[config.mk]
export PLATFORM = sky130hd
export DESIGN_NAME = posting_list_merge
export DESIGN_NICKNAME = d
export VERILOG_FILES = /design/src/rtl/plm_pkg.sv /design/src/rtl/plm_front.sv /design/src/rtl/plm_back.sv /design/src/rtl/posting_list_merge.sv
export VERILOG_INCLUDE_DIRS = /design/src /design/src/rtl
export SDC_FILE = /design/constraint.sdc
export NUM_CORES = 2
export LEC_CHECK = 0
export ABC_AREA = 0
export CAP_MARGIN = 15
export CORE_MARGIN = 3
export CORE_UTILIZATION = 33
export DETAILED_ROUTE_END_ITERATION = 12
export DONT_BUFFER_PORTS = 1
export HOLD_SLACK_MARGIN = 0.12
export PLACE_DENSITY = 0.47
export REMOVE_ABC_BUFFERS = 1
export SLEW_MARGIN = 20
export SYNTH_ARGS = -nofsm -noshare
export SYNTH_HDL_FRONTEND = slang
export SYNTH_SLANG_ARGS = --single-unit
[constraint.sdc]
create_clock -name aclk -period 12.5 [get_ports aclk]
set_clock_uncertainty 0.05 [all_clocks]
set_input_delay 1.875 -clock aclk [delete_from_list [all_inputs] [get_ports aclk]]
set_output_delay 1.875 -clock aclk [all_outputs]
set_load 0.02 [all_outputs]
[src/rtl/assert_macros.svh]
// assertion macros shared by the posting list merge rtl
// no dependencies; assertions are clocked on aclk and disabled while aresetn is low
`ifndef ASSERT_MACROS_SVH
`define ASSERT_MACROS_SVH

// property must hold at every clock edge out of reset
`define PLM_ASSERT(lbl, prop) \
    lbl: assert property (@(posedge aclk) disable iff (!aresetn) (prop)) \
        else $error("assertion failed in posting list merge");

// expression must never be true out of reset
`define PLM_ASSERT_NEVER(lbl, expr) \
    lbl: assert property (@(posedge aclk) disable iff (!aresetn) !(expr)) \
        else $error("forbidden condition in posting list merge");

`endif

[src/rtl/plm_pkg.sv]
// types, constants and codes of the posting list merge block
// no dependencies; imported by every module of the block
package plm_pkg;

    // field widths
    localparam int ID_W       = 32;
    localparam int SCORE_W    = 16;
    localparam int WEIGHT_W   = 8;
    localparam int PROD_W     = SCORE_W + WEIGHT_W;
    localparam int SUM_W      = PROD_W + 1;
    localparam int FRAC_SHIFT = 4;

    // posting queues per side
    localparam int QUEUE_DEPTH = 16;
    localparam int PTR_W       = (QUEUE_DEPTH > 1) ? $clog2(QUEUE_DEPTH) : 1;
    localparam int CNT_W       = $clog2(QUEUE_DEPTH + 1);

    // command queue between front and back
    localparam int CMDQ_DEPTH = 2;
    localparam int CMDQ_PTR_W = (CMDQ_DEPTH > 1) ? $clog2(CMDQ_DEPTH) : 1;
    localparam int CMDQ_CNT_W = $clog2(CMDQ_DEPTH + 1);

    // configuration port
    localparam int CFG_IDX_W  = 2;
    localparam int CFG_DATA_W = 8;
    localparam logic [CFG_IDX_W-1:0] REG_MERGE_MODE   = 2'd0;
    localparam logic [CFG_IDX_W-1:0] REG_LEFT_WEIGHT  = 2'd1;
    localparam logic [CFG_IDX_W-1:0] REG_RIGHT_WEIGHT = 2'd2;

    localparam logic [WEIGHT_W-1:0] WEIGHT_RESET = 8'd16;

    typedef enum logic [1:0] {
        KIND_ENTRY,
        KIND_END,
        KIND_OVERFLOW
    } kind_t;

    typedef enum logic [1:0] {
        OP_DATA_L,
        OP_DATA_R,
        OP_END_L,
        OP_END_R
    } cmd_op_t;

    typedef enum logic [2:0] {
        ST_IDLE,
        ST_APPLY,
        ST_LOAD,
        ST_DRAIN,
        ST_MULT,
        ST_MATCH,
        ST_FLUSH
    } back_state_t;

    typedef struct packed {
        logic               side;
        logic               list_end;
        logic [ID_W-1:0]    doc_id;
        logic [SCORE_W-1:0] doc_score;
    } in_item_t;

    typedef struct packed {
        kind_t              kind;
        logic [ID_W-1:0]    out_doc;
        logic [SCORE_W-1:0] out_score;
        logic               last;
    } out_item_t;

    typedef struct packed {
        cmd_op_t            op;
        logic [ID_W-1:0]    doc_id;
        logic [SCORE_W-1:0] doc_score;
    } cmd_t;

    typedef struct packed {
        logic [ID_W-1:0]    id;
        logic [SCORE_W-1:0] score;
    } qentry_t;

    typedef struct packed {
        logic                merge_mode;
        logic [WEIGHT_W-1:0] left_weight;
        logic [WEIGHT_W-1:0] right_weight;
    } cfg_t;

endpackage

[src/rtl/plm_front.sv]
// front of the posting list merge: accepts input transactions, classifies them
// into commands and buffers them in a short queue; depends on plm_pkg
module plm_front (
    input  logic              aclk,
    input  logic              aresetn,
    input  logic              s_valid,
    output logic              s_ready,
    input  plm_pkg::in_item_t s_data,
    output logic              cmd_valid,
    input  logic              cmd_ready,
    output plm_pkg::cmd_t     cmd
);
    import plm_pkg::*;

    cmd_t                  q_mem_reg [CMDQ_DEPTH];
    logic [CMDQ_PTR_W-1:0] wr_ptr_reg, wr_ptr_next;
    logic [CMDQ_PTR_W-1:0] rd_ptr_reg, rd_ptr_next;
    logic [CMDQ_CNT_W-1:0] cnt_reg, cnt_next;
    cmd_t                  cls_cmd;
    logic                  push;
    logic                  pop;

    function automatic logic [CMDQ_PTR_W-1:0] ptr_inc(input logic [CMDQ_PTR_W-1:0] p);
        if (p == CMDQ_PTR_W'(CMDQ_DEPTH - 1)) begin
            return '0;
        end
        return p + 1'b1;
    endfunction

    // classify the incoming item by side and end mark
    always_comb begin
        if (s_data.list_end) begin
            cls_cmd.op = s_data.side ? OP_END_R : OP_END_L;
        end else begin
            cls_cmd.op = s_data.side ? OP_DATA_R : OP_DATA_L;
        end
        cls_cmd.doc_id    = s_data.doc_id;
        cls_cmd.doc_score = s_data.doc_score;
    end

    // queue handshakes
    assign s_ready   = (cnt_reg != CMDQ_CNT_W'(CMDQ_DEPTH));
    assign cmd_valid = (cnt_reg != '0);
    assign cmd       = q_mem_reg[rd_ptr_reg];
    assign push      = s_valid && s_ready;
    assign pop       = cmd_valid && cmd_ready;

    // pointer and fill count update
    always_comb begin
        wr_ptr_next = push ? ptr_inc(wr_ptr_reg) : wr_ptr_reg;
        rd_ptr_next = pop ? ptr_inc(rd_ptr_reg) : rd_ptr_reg;
        cnt_next    = cnt_reg;
        if (push && !pop) begin
            cnt_next = cnt_reg + 1'b1;
        end else if (pop && !push) begin
            cnt_next = cnt_reg - 1'b1;
        end
    end

    always_ff @(posedge aclk) begin
        if (!aresetn) begin
            wr_ptr_reg <= '0;
            rd_ptr_reg <= '0;
            cnt_reg    <= '0;
        end else begin
            wr_ptr_reg <= wr_ptr_next;
            rd_ptr_reg <= rd_ptr_next;
            cnt_reg    <= cnt_next;
        end
    end

    // queue storage
    always_ff @(posedge aclk) begin
        if (push) begin
            q_mem_reg[wr_ptr_reg] <= cls_cmd;
        end
    end

endmodule

[src/rtl/plm_back.sv]
// back of the posting list merge: per side posting queues, merge sequencer,
// score combiner and result register; depends on plm_pkg and assert_macros.svh
`include "assert_macros.svh"

module plm_back (
    input  logic               aclk,
    input  logic               aresetn,
    input  plm_pkg::cfg_t      cfg,
    input  logic               cmd_valid,
    output logic               cmd_ready,
    input  plm_pkg::cmd_t      cmd,
    output logic               m_valid,
    input  logic               m_ready,
    output plm_pkg::out_item_t m_data
);
    import plm_pkg::*;

    back_state_t         state_reg, state_next;
    cmd_t                cmd_reg;
    logic [PTR_W-1:0]    l_head_reg, l_head_next, r_head_reg, r_head_next;
    logic [CNT_W-1:0]    l_cnt_reg, l_cnt_next, r_cnt_reg, r_cnt_next;
    logic                l_done_reg, l_done_next, r_done_reg, r_done_next;
    logic                run_fin_reg, run_fin_next;
    logic [PROD_W-1:0]   prod_l_reg, prod_r_reg;
    logic                pend_valid_reg, pend_valid_next;
    out_item_t           pend_reg, pend_next;
    logic                out_valid_reg, out_valid_next;
    out_item_t           out_reg, out_next;

    qentry_t             l_mem [QUEUE_DEPTH];
    qentry_t             r_mem [QUEUE_DEPTH];
    qentry_t             l_rd_reg, r_rd_reg;
    logic                l_we, r_we;
    logic [PTR_W-1:0]    l_tail, r_tail;
    qentry_t             wr_entry;

    logic                out_free, can_emit;
    logic                emit_req;
    out_item_t           emit_item;
    logic                is_end, is_right, l_done_new, r_done_new;
    logic                mode_or;
    logic [SUM_W-1:0]    score_sum;
    logic [SUM_W-FRAC_SHIFT-1:0] score_shr;
    logic [SCORE_W-1:0]  score_sat;

    function automatic logic [PTR_W-1:0] ptr_inc(input logic [PTR_W-1:0] p);
        if (p == PTR_W'(QUEUE_DEPTH - 1)) begin
            return '0;
        end
        return p + 1'b1;
    endfunction

    function automatic logic [PTR_W-1:0] tail_of(input logic [PTR_W-1:0] head,
                                                 input logic [CNT_W-1:0] cnt);
        logic [CNT_W:0] sum;
        sum = (CNT_W + 1)'(head) + (CNT_W + 1)'(cnt);
        if (sum >= (CNT_W + 1)'(QUEUE_DEPTH)) begin
            sum = sum - (CNT_W + 1)'(QUEUE_DEPTH);
        end
        return sum[PTR_W-1:0];
    endfunction

    function automatic out_item_t make_item(input kind_t k, input logic [ID_W-1:0] doc,
                                            input logic [SCORE_W-1:0] sc);
        out_item_t it;
        it.kind      = k;
        it.out_doc   = doc;
        it.out_score = sc;
        it.last      = 1'b0;
        return it;
    endfunction

    // command decode
    assign is_end     = (cmd_reg.op == OP_END_L) || (cmd_reg.op == OP_END_R);
    assign is_right   = (cmd_reg.op == OP_DATA_R) || (cmd_reg.op == OP_END_R);
    assign l_done_new = l_done_reg || (is_end && !is_right);
    assign r_done_new = r_done_reg || (is_end && is_right);
    assign mode_or    = cfg.merge_mode;

    // queue write address and data
    assign l_tail             = tail_of(l_head_reg, l_cnt_reg);
    assign r_tail             = tail_of(r_head_reg, r_cnt_reg);
    assign wr_entry.id        = cmd_reg.doc_id;
    assign wr_entry.score     = cmd_reg.doc_score;

    // combined score: sum of q12.12 products back to q8.8, saturated
    assign score_sum = SUM_W'(prod_l_reg) + SUM_W'(prod_r_reg);
    assign score_shr = score_sum[SUM_W-1:FRAC_SHIFT];
    assign score_sat = (|score_shr[SUM_W-FRAC_SHIFT-1:SCORE_W]) ? {SCORE_W{1'b1}}
                                                                : score_shr[SCORE_W-1:0];

    // result slots: output register plus one pending result that waits for its last flag
    assign out_free  = !out_valid_reg || m_ready;
    assign can_emit  = !pend_valid_reg || out_free;
    assign cmd_ready = (state_reg == ST_IDLE);
    assign m_valid   = out_valid_reg;
    assign m_data    = out_reg;

    // sequencer next state and datapath control
    always_comb begin
        state_next      = state_reg;
        l_head_next     = l_head_reg;
        r_head_next     = r_head_reg;
        l_cnt_next      = l_cnt_reg;
        r_cnt_next      = r_cnt_reg;
        l_done_next     = l_done_reg;
        r_done_next     = r_done_reg;
        run_fin_next    = run_fin_reg;
        pend_valid_next = pend_valid_reg;
        pend_next       = pend_reg;
        out_valid_next  = out_valid_reg && !m_ready;
        out_next        = out_reg;
        l_we            = 1'b0;
        r_we            = 1'b0;
        emit_req        = 1'b0;
        emit_item       = make_item(KIND_END, '0, '0);

        unique case (state_reg)
            ST_IDLE: begin
                if (cmd_valid) begin
                    state_next = ST_APPLY;
                end
            end

            ST_APPLY: begin
                if (run_fin_reg) begin
                    // run over: only end marks count, both of them clear the state
                    l_done_next = l_done_new;
                    r_done_next = r_done_new;
                    if (l_done_new && r_done_new) begin
                        l_done_next  = 1'b0;
                        r_done_next  = 1'b0;
                        run_fin_next = 1'b0;
                        l_head_next  = '0;
                        r_head_next  = '0;
                        l_cnt_next   = '0;
                        r_cnt_next   = '0;
                    end
                    state_next = ST_IDLE;
                end else if (is_end) begin
                    l_done_next = l_done_new;
                    r_done_next = r_done_new;
                    state_next  = ST_LOAD;
                end else if (is_right ? r_done_reg : l_done_reg) begin
                    state_next = ST_LOAD;
                end else if ((is_right ? r_cnt_reg : l_cnt_reg) == CNT_W'(QUEUE_DEPTH)) begin
                    emit_req  = 1'b1;
                    emit_item = make_item(KIND_OVERFLOW, cmd_reg.doc_id, cmd_reg.doc_score);
                    if (can_emit) begin
                        state_next = ST_LOAD;
                    end
                end else begin
                    if (is_right) begin
                        r_we       = 1'b1;
                        r_cnt_next = r_cnt_reg + 1'b1;
                    end else begin
                        l_we       = 1'b1;
                        l_cnt_next = l_cnt_reg + 1'b1;
                    end
                    state_next = ST_LOAD;
                end
            end

            ST_LOAD: begin
                // queue head reads settle
                state_next = ST_DRAIN;
            end

            ST_DRAIN: begin
                if (l_cnt_reg != '0 && r_cnt_reg != '0) begin
                    // both heads present: decide the smaller id
                    if (l_rd_reg.id == r_rd_reg.id) begin
                        state_next = ST_MULT;
                    end else if (l_rd_reg.id < r_rd_reg.id) begin
                        emit_req  = mode_or;
                        emit_item = make_item(KIND_ENTRY, l_rd_reg.id, l_rd_reg.score);
                        if (!mode_or || can_emit) begin
                            l_head_next = ptr_inc(l_head_reg);
                            l_cnt_next  = l_cnt_reg - 1'b1;
                            state_next  = ST_LOAD;
                        end
                    end else begin
                        emit_req  = mode_or;
                        emit_item = make_item(KIND_ENTRY, r_rd_reg.id, r_rd_reg.score);
                        if (!mode_or || can_emit) begin
                            r_head_next = ptr_inc(r_head_reg);
                            r_cnt_next  = r_cnt_reg - 1'b1;
                            state_next  = ST_LOAD;
                        end
                    end
                end else if (mode_or && l_done_reg && l_cnt_reg == '0 && r_cnt_reg != '0) begin
                    // left list over: flush the right queue
                    emit_req  = 1'b1;
                    emit_item = make_item(KIND_ENTRY, r_rd_reg.id, r_rd_reg.score);
                    if (can_emit) begin
                        r_head_next = ptr_inc(r_head_reg);
                        r_cnt_next  = r_cnt_reg - 1'b1;
                        state_next  = ST_LOAD;
                    end
                end else if (mode_or && r_done_reg && r_cnt_reg == '0 && l_cnt_reg != '0) begin
                    // right list over: flush the left queue
                    emit_req  = 1'b1;
                    emit_item = make_item(KIND_ENTRY, l_rd_reg.id, l_rd_reg.score);
                    if (can_emit) begin
                        l_head_next = ptr_inc(l_head_reg);
                        l_cnt_next  = l_cnt_reg - 1'b1;
                        state_next  = ST_LOAD;
                    end
                end else if (( mode_or && l_done_reg && r_done_reg &&
                               l_cnt_reg == '0 && r_cnt_reg == '0) ||
                             (!mode_or && ((l_done_reg && l_cnt_reg == '0) ||
                                           (r_done_reg && r_cnt_reg == '0)))) begin
                    // run end: end result, queued leftovers dropped
                    emit_req  = 1'b1;
                    emit_item = make_item(KIND_END, '0, '0);
                    if (can_emit) begin
                        run_fin_next = 1'b1;
                        l_cnt_next   = '0;
                        r_cnt_next   = '0;
                        if (l_done_reg && r_done_reg) begin
                            run_fin_next = 1'b0;
                            l_done_next  = 1'b0;
                            r_done_next  = 1'b0;
                            l_head_next  = '0;
                            r_head_next  = '0;
                        end
                        state_next = ST_FLUSH;
                    end
                end else begin
                    state_next = ST_FLUSH;
                end
            end

            ST_MULT: begin
                state_next = ST_MATCH;
            end

            ST_MATCH: begin
                // matching ids leave as one weighted entry
                emit_req  = 1'b1;
                emit_item = make_item(KIND_ENTRY, l_rd_reg.id, score_sat);
                if (can_emit) begin
                    l_head_next = ptr_inc(l_head_reg);
                    r_head_next = ptr_inc(r_head_reg);
                    l_cnt_next  = l_cnt_reg - 1'b1;
                    r_cnt_next  = r_cnt_reg - 1'b1;
                    state_next  = ST_LOAD;
                end
            end

            ST_FLUSH: begin
                // the held result is the last one of this transaction
                if (!pend_valid_reg) begin
                    state_next = ST_IDLE;
                end else if (out_free) begin
                    out_next        = pend_reg;
                    out_next.last   = 1'b1;
                    out_valid_next  = 1'b1;
                    pend_valid_next = 1'b0;
                    state_next      = ST_IDLE;
                end
            end

            default: begin
                state_next = ST_IDLE;
            end
        endcase

        // a new result pushes the held one to the output register
        if (emit_req && can_emit) begin
            if (pend_valid_reg) begin
                out_next       = pend_reg;
                out_valid_next = 1'b1;
            end
            pend_next       = emit_item;
            pend_valid_next = 1'b1;
        end
    end

    // control registers
    always_ff @(posedge aclk) begin
        if (!aresetn) begin
            state_reg      <= ST_IDLE;
            l_head_reg     <= '0;
            r_head_reg     <= '0;
            l_cnt_reg      <= '0;
            r_cnt_reg      <= '0;
            l_done_reg     <= 1'b0;
            r_done_reg     <= 1'b0;
            run_fin_reg    <= 1'b0;
            pend_valid_reg <= 1'b0;
            out_valid_reg  <= 1'b0;
        end else begin
            state_reg      <= state_next;
            l_head_reg     <= l_head_next;
            r_head_reg     <= r_head_next;
            l_cnt_reg      <= l_cnt_next;
            r_cnt_reg      <= r_cnt_next;
            l_done_reg     <= l_done_next;
            r_done_reg     <= r_done_next;
            run_fin_reg    <= run_fin_next;
            pend_valid_reg <= pend_valid_next;
            out_valid_reg  <= out_valid_next;
        end
    end

    // payload registers
    always_ff @(posedge aclk) begin
        pend_reg <= pend_next;
        out_reg  <= out_next;
        if (cmd_valid && cmd_ready) begin
            cmd_reg <= cmd;
        end
        if (state_reg == ST_MULT) begin
            prod_l_reg <= l_rd_reg.score * cfg.left_weight;
            prod_r_reg <= r_rd_reg.score * cfg.right_weight;
        end
    end

    // posting queues: one write and one registered head read per side
    always_ff @(posedge aclk) begin
        if (l_we) begin
            l_mem[l_tail] <= wr_entry;
        end
        if (r_we) begin
            r_mem[r_tail] <= wr_entry;
        end
        l_rd_reg <= l_mem[l_head_reg];
        r_rd_reg <= r_mem[r_head_reg];
    end

    // between transactions at most one queue holds postings
    `PLM_ASSERT(a_one_side_idle, (state_reg == ST_IDLE) |-> (l_cnt_reg == '0 || r_cnt_reg == '0))
    // a finished run leaves both queues empty
    `PLM_ASSERT(a_fin_empty, run_fin_reg |-> (l_cnt_reg == '0 && r_cnt_reg == '0))
    // no held result survives the end of a transaction
    `PLM_ASSERT_NEVER(a_no_pend_idle, (state_reg == ST_IDLE) && pend_valid_reg)

endmodule

[src/rtl/posting_list_merge.sv]
// posting list merge: merges two ascending posting lists into one scored list.
//
// input channel (s_valid/s_ready/s_data): tagged postings of the left and right
// lists and an end mark per list. result channel (m_valid/m_ready/m_data):
// merged entries, an end result once the run is over, or an overflow report for
// a posting that found its side's queue full; last marks the final result
// caused by one input transaction. config port (cfg_we/cfg_index/cfg_data)
// writes merge_mode, left_weight and right_weight; the user must write them
// only while the block is idle, which the block itself does not enforce.
// a two entry command queue decouples acceptance from the merge sequencer,
// which takes one transaction at a time and the next only once back in idle.
// each head compare passes through the load state and then the drain state,
// because the queue head is read through a registered port. a transaction's
// results wait in the pending register and move on to the output register
// when the next result comes or, for the last one, in the flush state.
// a stalled receiver holds the output register and then stops the sequencer,
// and the command queue fills and drops s_ready. reset (aresetn low, sync)
// empties all queues and clears the run state; no clearing pass is needed.
// weights return to 16 (1.0) and the mode to intersection.
// depends on plm_pkg, plm_front and plm_back
module posting_list_merge (
    input  logic                                aclk,
    input  logic                                aresetn,
    input  logic                                s_valid,
    output logic                                s_ready,
    input  plm_pkg::in_item_t                   s_data,
    output logic                                m_valid,
    input  logic                                m_ready,
    output plm_pkg::out_item_t                  m_data,
    input  logic                                cfg_we,
    input  logic [plm_pkg::CFG_IDX_W-1:0]       cfg_index,
    input  logic [plm_pkg::CFG_DATA_W-1:0]      cfg_data
);
    import plm_pkg::*;

    cfg_t cfg_reg;
    logic cmd_valid;
    logic cmd_ready;
    cmd_t cmd;

    // configuration registers
    always_ff @(posedge aclk) begin
        if (!aresetn) begin
            cfg_reg.merge_mode   <= 1'b0;
            cfg_reg.left_weight  <= WEIGHT_RESET;
            cfg_reg.right_weight <= WEIGHT_RESET;
        end else if (cfg_we) begin
            unique case (cfg_index)
                REG_MERGE_MODE:   cfg_reg.merge_mode   <= cfg_data[0];
                REG_LEFT_WEIGHT:  cfg_reg.left_weight  <= cfg_data[WEIGHT_W-1:0];
                REG_RIGHT_WEIGHT: cfg_reg.right_weight <= cfg_data[WEIGHT_W-1:0];
                default: begin
                end
            endcase
        end
    end

    // accept and classify
    plm_front u_front (
        .aclk      (aclk),
        .aresetn   (aresetn),
        .s_valid   (s_valid),
        .s_ready   (s_ready),
        .s_data    (s_data),
        .cmd_valid (cmd_valid),
        .cmd_ready (cmd_ready),
        .cmd       (cmd)
    );

    // merge and emit
    plm_back u_back (
        .aclk      (aclk),
        .aresetn   (aresetn),
        .cfg       (cfg_reg),
        .cmd_valid (cmd_valid),
        .cmd_ready (cmd_ready),
        .cmd       (cmd),
        .m_valid   (m_valid),
        .m_ready   (m_ready),
        .m_data    (m_data)
    );

endmodule

Word level (Yosys, flattened, before mapping):

Memories as Yosys holds them, arrays and structs flattened. A register that Yosys moved wholly into a read port is not among the register bits.
Cells that the tools add are included.

* memories: 3
* output and inout port bits: 53
* logic and storage cells: 349
* register bits after elaboration: 197
* RAM bits: 1636
* input port bits: 65

Memories
* u_back.l_mem: words 16, width 48, rd ports 1, clocked after memory_dff 1, write ports 1, line plm_back.sv:30 `qentry_t l_mem [QUEUE_DEPTH];`
* u_back.r_mem: words 16, width 48, rd ports 1, clocked after memory_dff 1, write ports 1, line plm_back.sv:31 `qentry_t r_mem [QUEUE_DEPTH];`
* u_front.q_mem_reg: words 2, width 50, rd ports 1, clocked after memory_dff 1, write ports 1, line plm_front.sv:15 `cmd_t q_mem_reg [CMDQ_DEPTH];`

* muxes and demuxes: 190
* $lt $le $gt $ge: 3
* reductions and logical operators: 61
* equal/unequal tests: 49
* add/subtract/negate cells: 15
* multiply operators: 2

Operators with widths (count)
* $mux 51: 12
* $pmux 51 s3: 1
* $mux 5: 28
* $mux 4: 31
* $mux 1: 88
* $mux 50: 1
* $mux 49: 1
* $mul 16x8->24: 2
* $mux 3: 15
* $eq 32x32->1: 1
* $lt 32x32->1: 1
* $pmux 5 s3: 2
* $add 24x24->25: 1
* $ne 4x1->1 const B: 6
* $pmux 4 s3: 2
* $reduce_and 12->1: 2
* $logic_and 1x1->1: 23
* $reduce_and 11->1: 2
* $pmux 3 s7: 1
* $ne 3x3->1 const B: 6
* $mux 16: 1
* $ne 3x2->1 const B: 5
* $ne 2x1->1 const B: 7
* $add 4x5->6: 2
* other kinds (36): 79

Logic depth before layout (Yosys ltp):

* word-level depth: 15
* depth in mapped cells: 20

Cells and area by module:

From an unflattened synthesis, not the netlist that was laid out.

* cells, all modules: 4919
* area total of the unflattened synthesis: 84912.7 sq um

Modules (own cells, without submodules)
* plm_back: cells an instance 4673, times used 1, area an instance 80410.9 sq um, sequential area each 54542.3 sq um
* plm_front: cells an instance 180, times used 1, area an instance 3837.4 sq um, sequential area each 3103.0 sq um
* posting_list_merge: cells an instance 66, times used 1, area an instance 664.4 sq um, sequential area each 340.3 sq um

Worst setup path after synthesis:

Ideal clock, no wire load.

* path kind: register to register
* start: register cfg_reg[10] (netlist bit)
* end: register u_back.prod_l_reg[23], data pin
* period minus slack after synthesis: 4782 ps
* slack: 7718 ps
* arrival: 4473 ps
* cell stages (with the launch flop): 20
* path buffers: 1
* path through: dfxtp_1 -> clkbuf_1 -> nand2_1 -> fa_1 -> fa_1 -> inv_1 -> fa_1 -> inv_1 -> fa_1 -> inv_1 -> ha_1 -> o21a_1 -> o31a_1 -> o211ai_1 -> a211oi_1 -> o31ai_1 -> a31oi_1 -> o21a_1 -> nor2_1 -> xnor2_1

* word-level cells in the longest chain between the ends: 1

RTL lines
* start, declared: line posting_list_merge.sv:36 `cfg_t cfg_reg;`
* $mul 16x8->24: line plm_back.sv:315 `prod_l_reg <= l_rd_reg.score * cfg.left_weight;`
* end signal, assigned: line plm_back.sv:315
* end, declared: line plm_back.sv:24 `logic [PROD_W-1:0] prod_l_reg, prod_r_reg;`

No other way between the ends.
A chain may end at the register's enable or synchronous reset.

Worst setup path after layout:

Ends and elaborated chain as after synthesis.

==> results.toml <==
[power]
powerDensity_nw_per_um2 = 173
ir_drop_uv = 135
p_leak_nw = 31.2
finalPower_mw = 16.5

[yosys]
synth.avg_cell_area_um2 = 18.7
syn_inst = 4475
synthArstFlopShare = 0
ys.flop_type = "edfxtp_1"
synth.distinct_cells = 82
synth_edf_count = 1835
syn_area_um2 = 83600
synth-warning-count = 0
ys_seq_elements = 1978
ys_seq_area_frac = 0.693

[layout]
drive_gt1_frac = 0.220
final_common_cell = "edfxtp_1"
layout_common_cells = "edfxtp_1 (1,835), mux4_2 (480), inv_1 (276), and2_1 (213), clkbuf_16 (211)"
synthToLayoutAreaGrowth_pct = 14.2
fillCellCount = 23000
final_area_um2 = 95500
layout.nets = 4989

[route]
detail-route-antenna-nets = 0
dr.pass1.iters = 6
wl_per_cell_um = 28.9
routed_wl_um = 235000
drt-vias-per-instance = 5.18
drc = 0
drt_iter0_markers = 3980
vias = 42100

[sta]
worst_slew_pin_slew_ps = 1170
post-route-period-util = 0.429
fmax_mhz = 186
worst_slew_margin_rel = 0.217
tns_ps = 0
finalSetupViolCount = 0
rsz0062_at_grt = "false"
setup_ws_ps = 7130
period_needed_ps = 5370
hold_viol_final = 0
hold_slack_ps = 448
maxSlewViolCount = 0

[die]
placeableCoreArea_um2 = 252000
dieWidth_um = 509
die_h_um = 509
die-area_um2 = 260000
initial_core_util = 0.332
ios = 118
rows = 184

[worst_setup_path]
crit_type = "reg -> reg"
reg2reg_from = "cfg_reg[10]"
cp_slowest_cell = "dfxtp_1"
max_stage_delay_ps = 700
cp.arrival_ps = 5900
required_ps = 13030
cp_cell_sequence = "nand2_1, fa_1, fa_1, inv_1, fa_1, inv_1, fa_1, inv_1, ha_1, o21a_1, o31a_1, o211ai_1, a211oi_1, o31ai_1, a31oi_1, o21a_1, nor2_1, xnor2_1"
r2r_cells = 18
path_delay_family = "adder cells"
rrSetupSlack_ps = 7130
cp_num_buf_inv = 3
r2r-end = "u_back.prod_l_reg[23]"
start_kind = "register"
crit_fanout = 17
worst_setup_path_end_kind = "register"
crit_top_cell = "fa_1"

[place]
dp_worst_setup_slack_ps = 7080
gp_congestion = 0.833
dp_hpwl_um = 138000
io_buffers = 0
post_dp_cell_area_um2 = 88200

[clock_network]
clkLatencyLatePin_ps = 880
holdBufCountCts = 0
cts_max_path_buffers = 3
tritoncts = "built"
cts_buffers = 210
cts_max_level = 4
cts_root_buf = "clkbuf_16"
cts_setup_buffers = 0
cts-resized-gates = 0
clkSinkCount = 1978
cts.clk_slew.worst_paths_ps = 70

[job]
maxCapViolations = 0

[grt]
grt_pass1_vias = 43700
grt_antenna_before_repair = 10
grt_pass1_wl_um = 335000
grt_max_degree = 63
overflow = 0
track_usage = 0.181

[status]
outcome = "finished, final reports clean"

[min_path]
min_from = "u_front.q_mem_reg[1][16]"
hold_class = "reg -> reg"
worstHoldEndpoint = "u_back.cmd_reg[16]"
worstHoldPathCells = 1
how the worst max path moves through the flow:
stage                     depth (start not counted)                  from                     to  slack [ps]
after floorplan                                   4  u_back.l_head_reg[0]     u_back.l_mem[1][0]         650
after global placement                           18           cfg_reg[10]  u_back.prod_l_reg[23]        6980
after detailed placement                         18           cfg_reg[10]  u_back.prod_l_reg[23]        7080
after CTS                                        18           cfg_reg[10]  u_back.prod_l_reg[23]        7070
after global routing                             18           cfg_reg[10]  u_back.prod_l_reg[23]        6770
final                                            18           cfg_reg[10]  u_back.prod_l_reg[23]        7130
cell usage after synthesis (7+ instances only):
| library cell | n | area, um^2 |
|---|---|---|
| edfxtp_1 | 1835 | 55100 |
| inv_1 | 277 | 1040 |
| mux4_2 | 480 | 10800 |
| xnor2_1 | 44 | 385 |
| and2_1 | 214 | 1340 |
| buf_1 | 40 | 150 |
| clkbuf_1 | 163 | 612 |
| o21ai_0 | 61 | 305 |
| a41o_1 | 14 | 140 |
| a21oi_1 | 104 | 521 |
| o21a_1 | 22 | 165 |
| nand2_1 | 206 | 773 |
| mux2i_1 | 35 | 350 |
| a222oi_1 | 32 | 320 |
| nor3_1 | 17 | 85.1 |
| mux2_2 | 51 | 574 |
| and3_1 | 11 | 68.8 |
| o31ai_1 | 8 | 60.1 |
| nor2_1 | 96 | 360 |
| nor2b_1 | 32 | 200 |
| o211ai_1 | 21 | 158 |
| nand3b_1 | 7 | 52.6 |
| nor4_1 | 7 | 43.8 |
| a21boi_0 | 7 | 52.6 |
| a21o_1 | 27 | 203 |
| xor2_1 | 21 | 184 |
| nand3_1 | 23 | 115 |
| or3_1 | 7 | 43.8 |
| nand2b_1 | 10 | 62.6 |
| ha_1 | 156 | 1950 |
| o21bai_1 | 9 | 67.6 |
| dfxtp_1 | 143 | 2860 |
| a211oi_1 | 11 | 82.6 |
| fa_1 | 170 | 3400 |
| nand4_1 | 16 | 100 |
metrics by stage:
stage                     cells   util
after floorplan            4266      -
after global placement     7721  0.350
after detailed placement   7723  0.350
after CTS                  8118  0.378
after global routing       8131  0.379
final                      8137  0.379
power breakdown:
group	switching, mW	leakage [nW]	total [mW]	internal, mW
registers	0.336	17.6	8.39	8.06
clock network	2.70	3.46	6.33	3.63
logic	1.22	10.1	1.78	0.568
routing by layer:
metal	vias to the layer above	GRT usage	wire, um
met4	0	0.0460	5390
li1	17800	-	-
met2	1212	0.298	114000
met5	-	0	0
met1	22800	0.252	103000
met3	277	0.0278	11800
kinds of logic after synthesis:
kind of cell             count (synthesis)  share of synthesized area
flip-flops                            1978                      0.693
XOR/XNOR                                65                    0.00681
buffers and inverters                  486                     0.0220
adder cells (fa/ha/maj)                327                     0.0642
multiplexers                           566                      0.140
AND/OR/NAND/NOR                        672                     0.0419
AO/OA/AOI/OAI                          381                     0.0318
cell type report:
| type | instances | area (um^2) | area share |
|---|---|---|---|
| Sequential cell | 1978 | 58000 | 0.607 |
| Multi-Input combinational cell | 2011 | 24100 | 0.253 |
| Tap cell | 3348 | 4190 | 0.0439 |
| Inverter | 277 | 1040 | 0.0109 |
| Clock buffer | 295 | 5940 | 0.0621 |
| Antenna cell | 8 | 20.0 | 0.000210 |
| Timing Repair Buffer | 120 | 1020 | 0.0107 |
| Clock inverter | 100 | 1180 | 0.0123 |
worst register-to-register path: stages (launching register included):
cell      delay (ps)
dfxtp_1          700
nand2_1          170
fa_1             540
fa_1             540
inv_1             50
fa_1             470
inv_1             50
fa_1             470
inv_1             40
ha_1             310
o21a_1           130
o31a_1           130
o211ai_1         260
a211oi_1         130
o31ai_1          490
a31oi_1          200
o21a_1           210
nor2_1           110
xnor2_1           80
No activity file was read; power rests on OpenSTA's default activity.
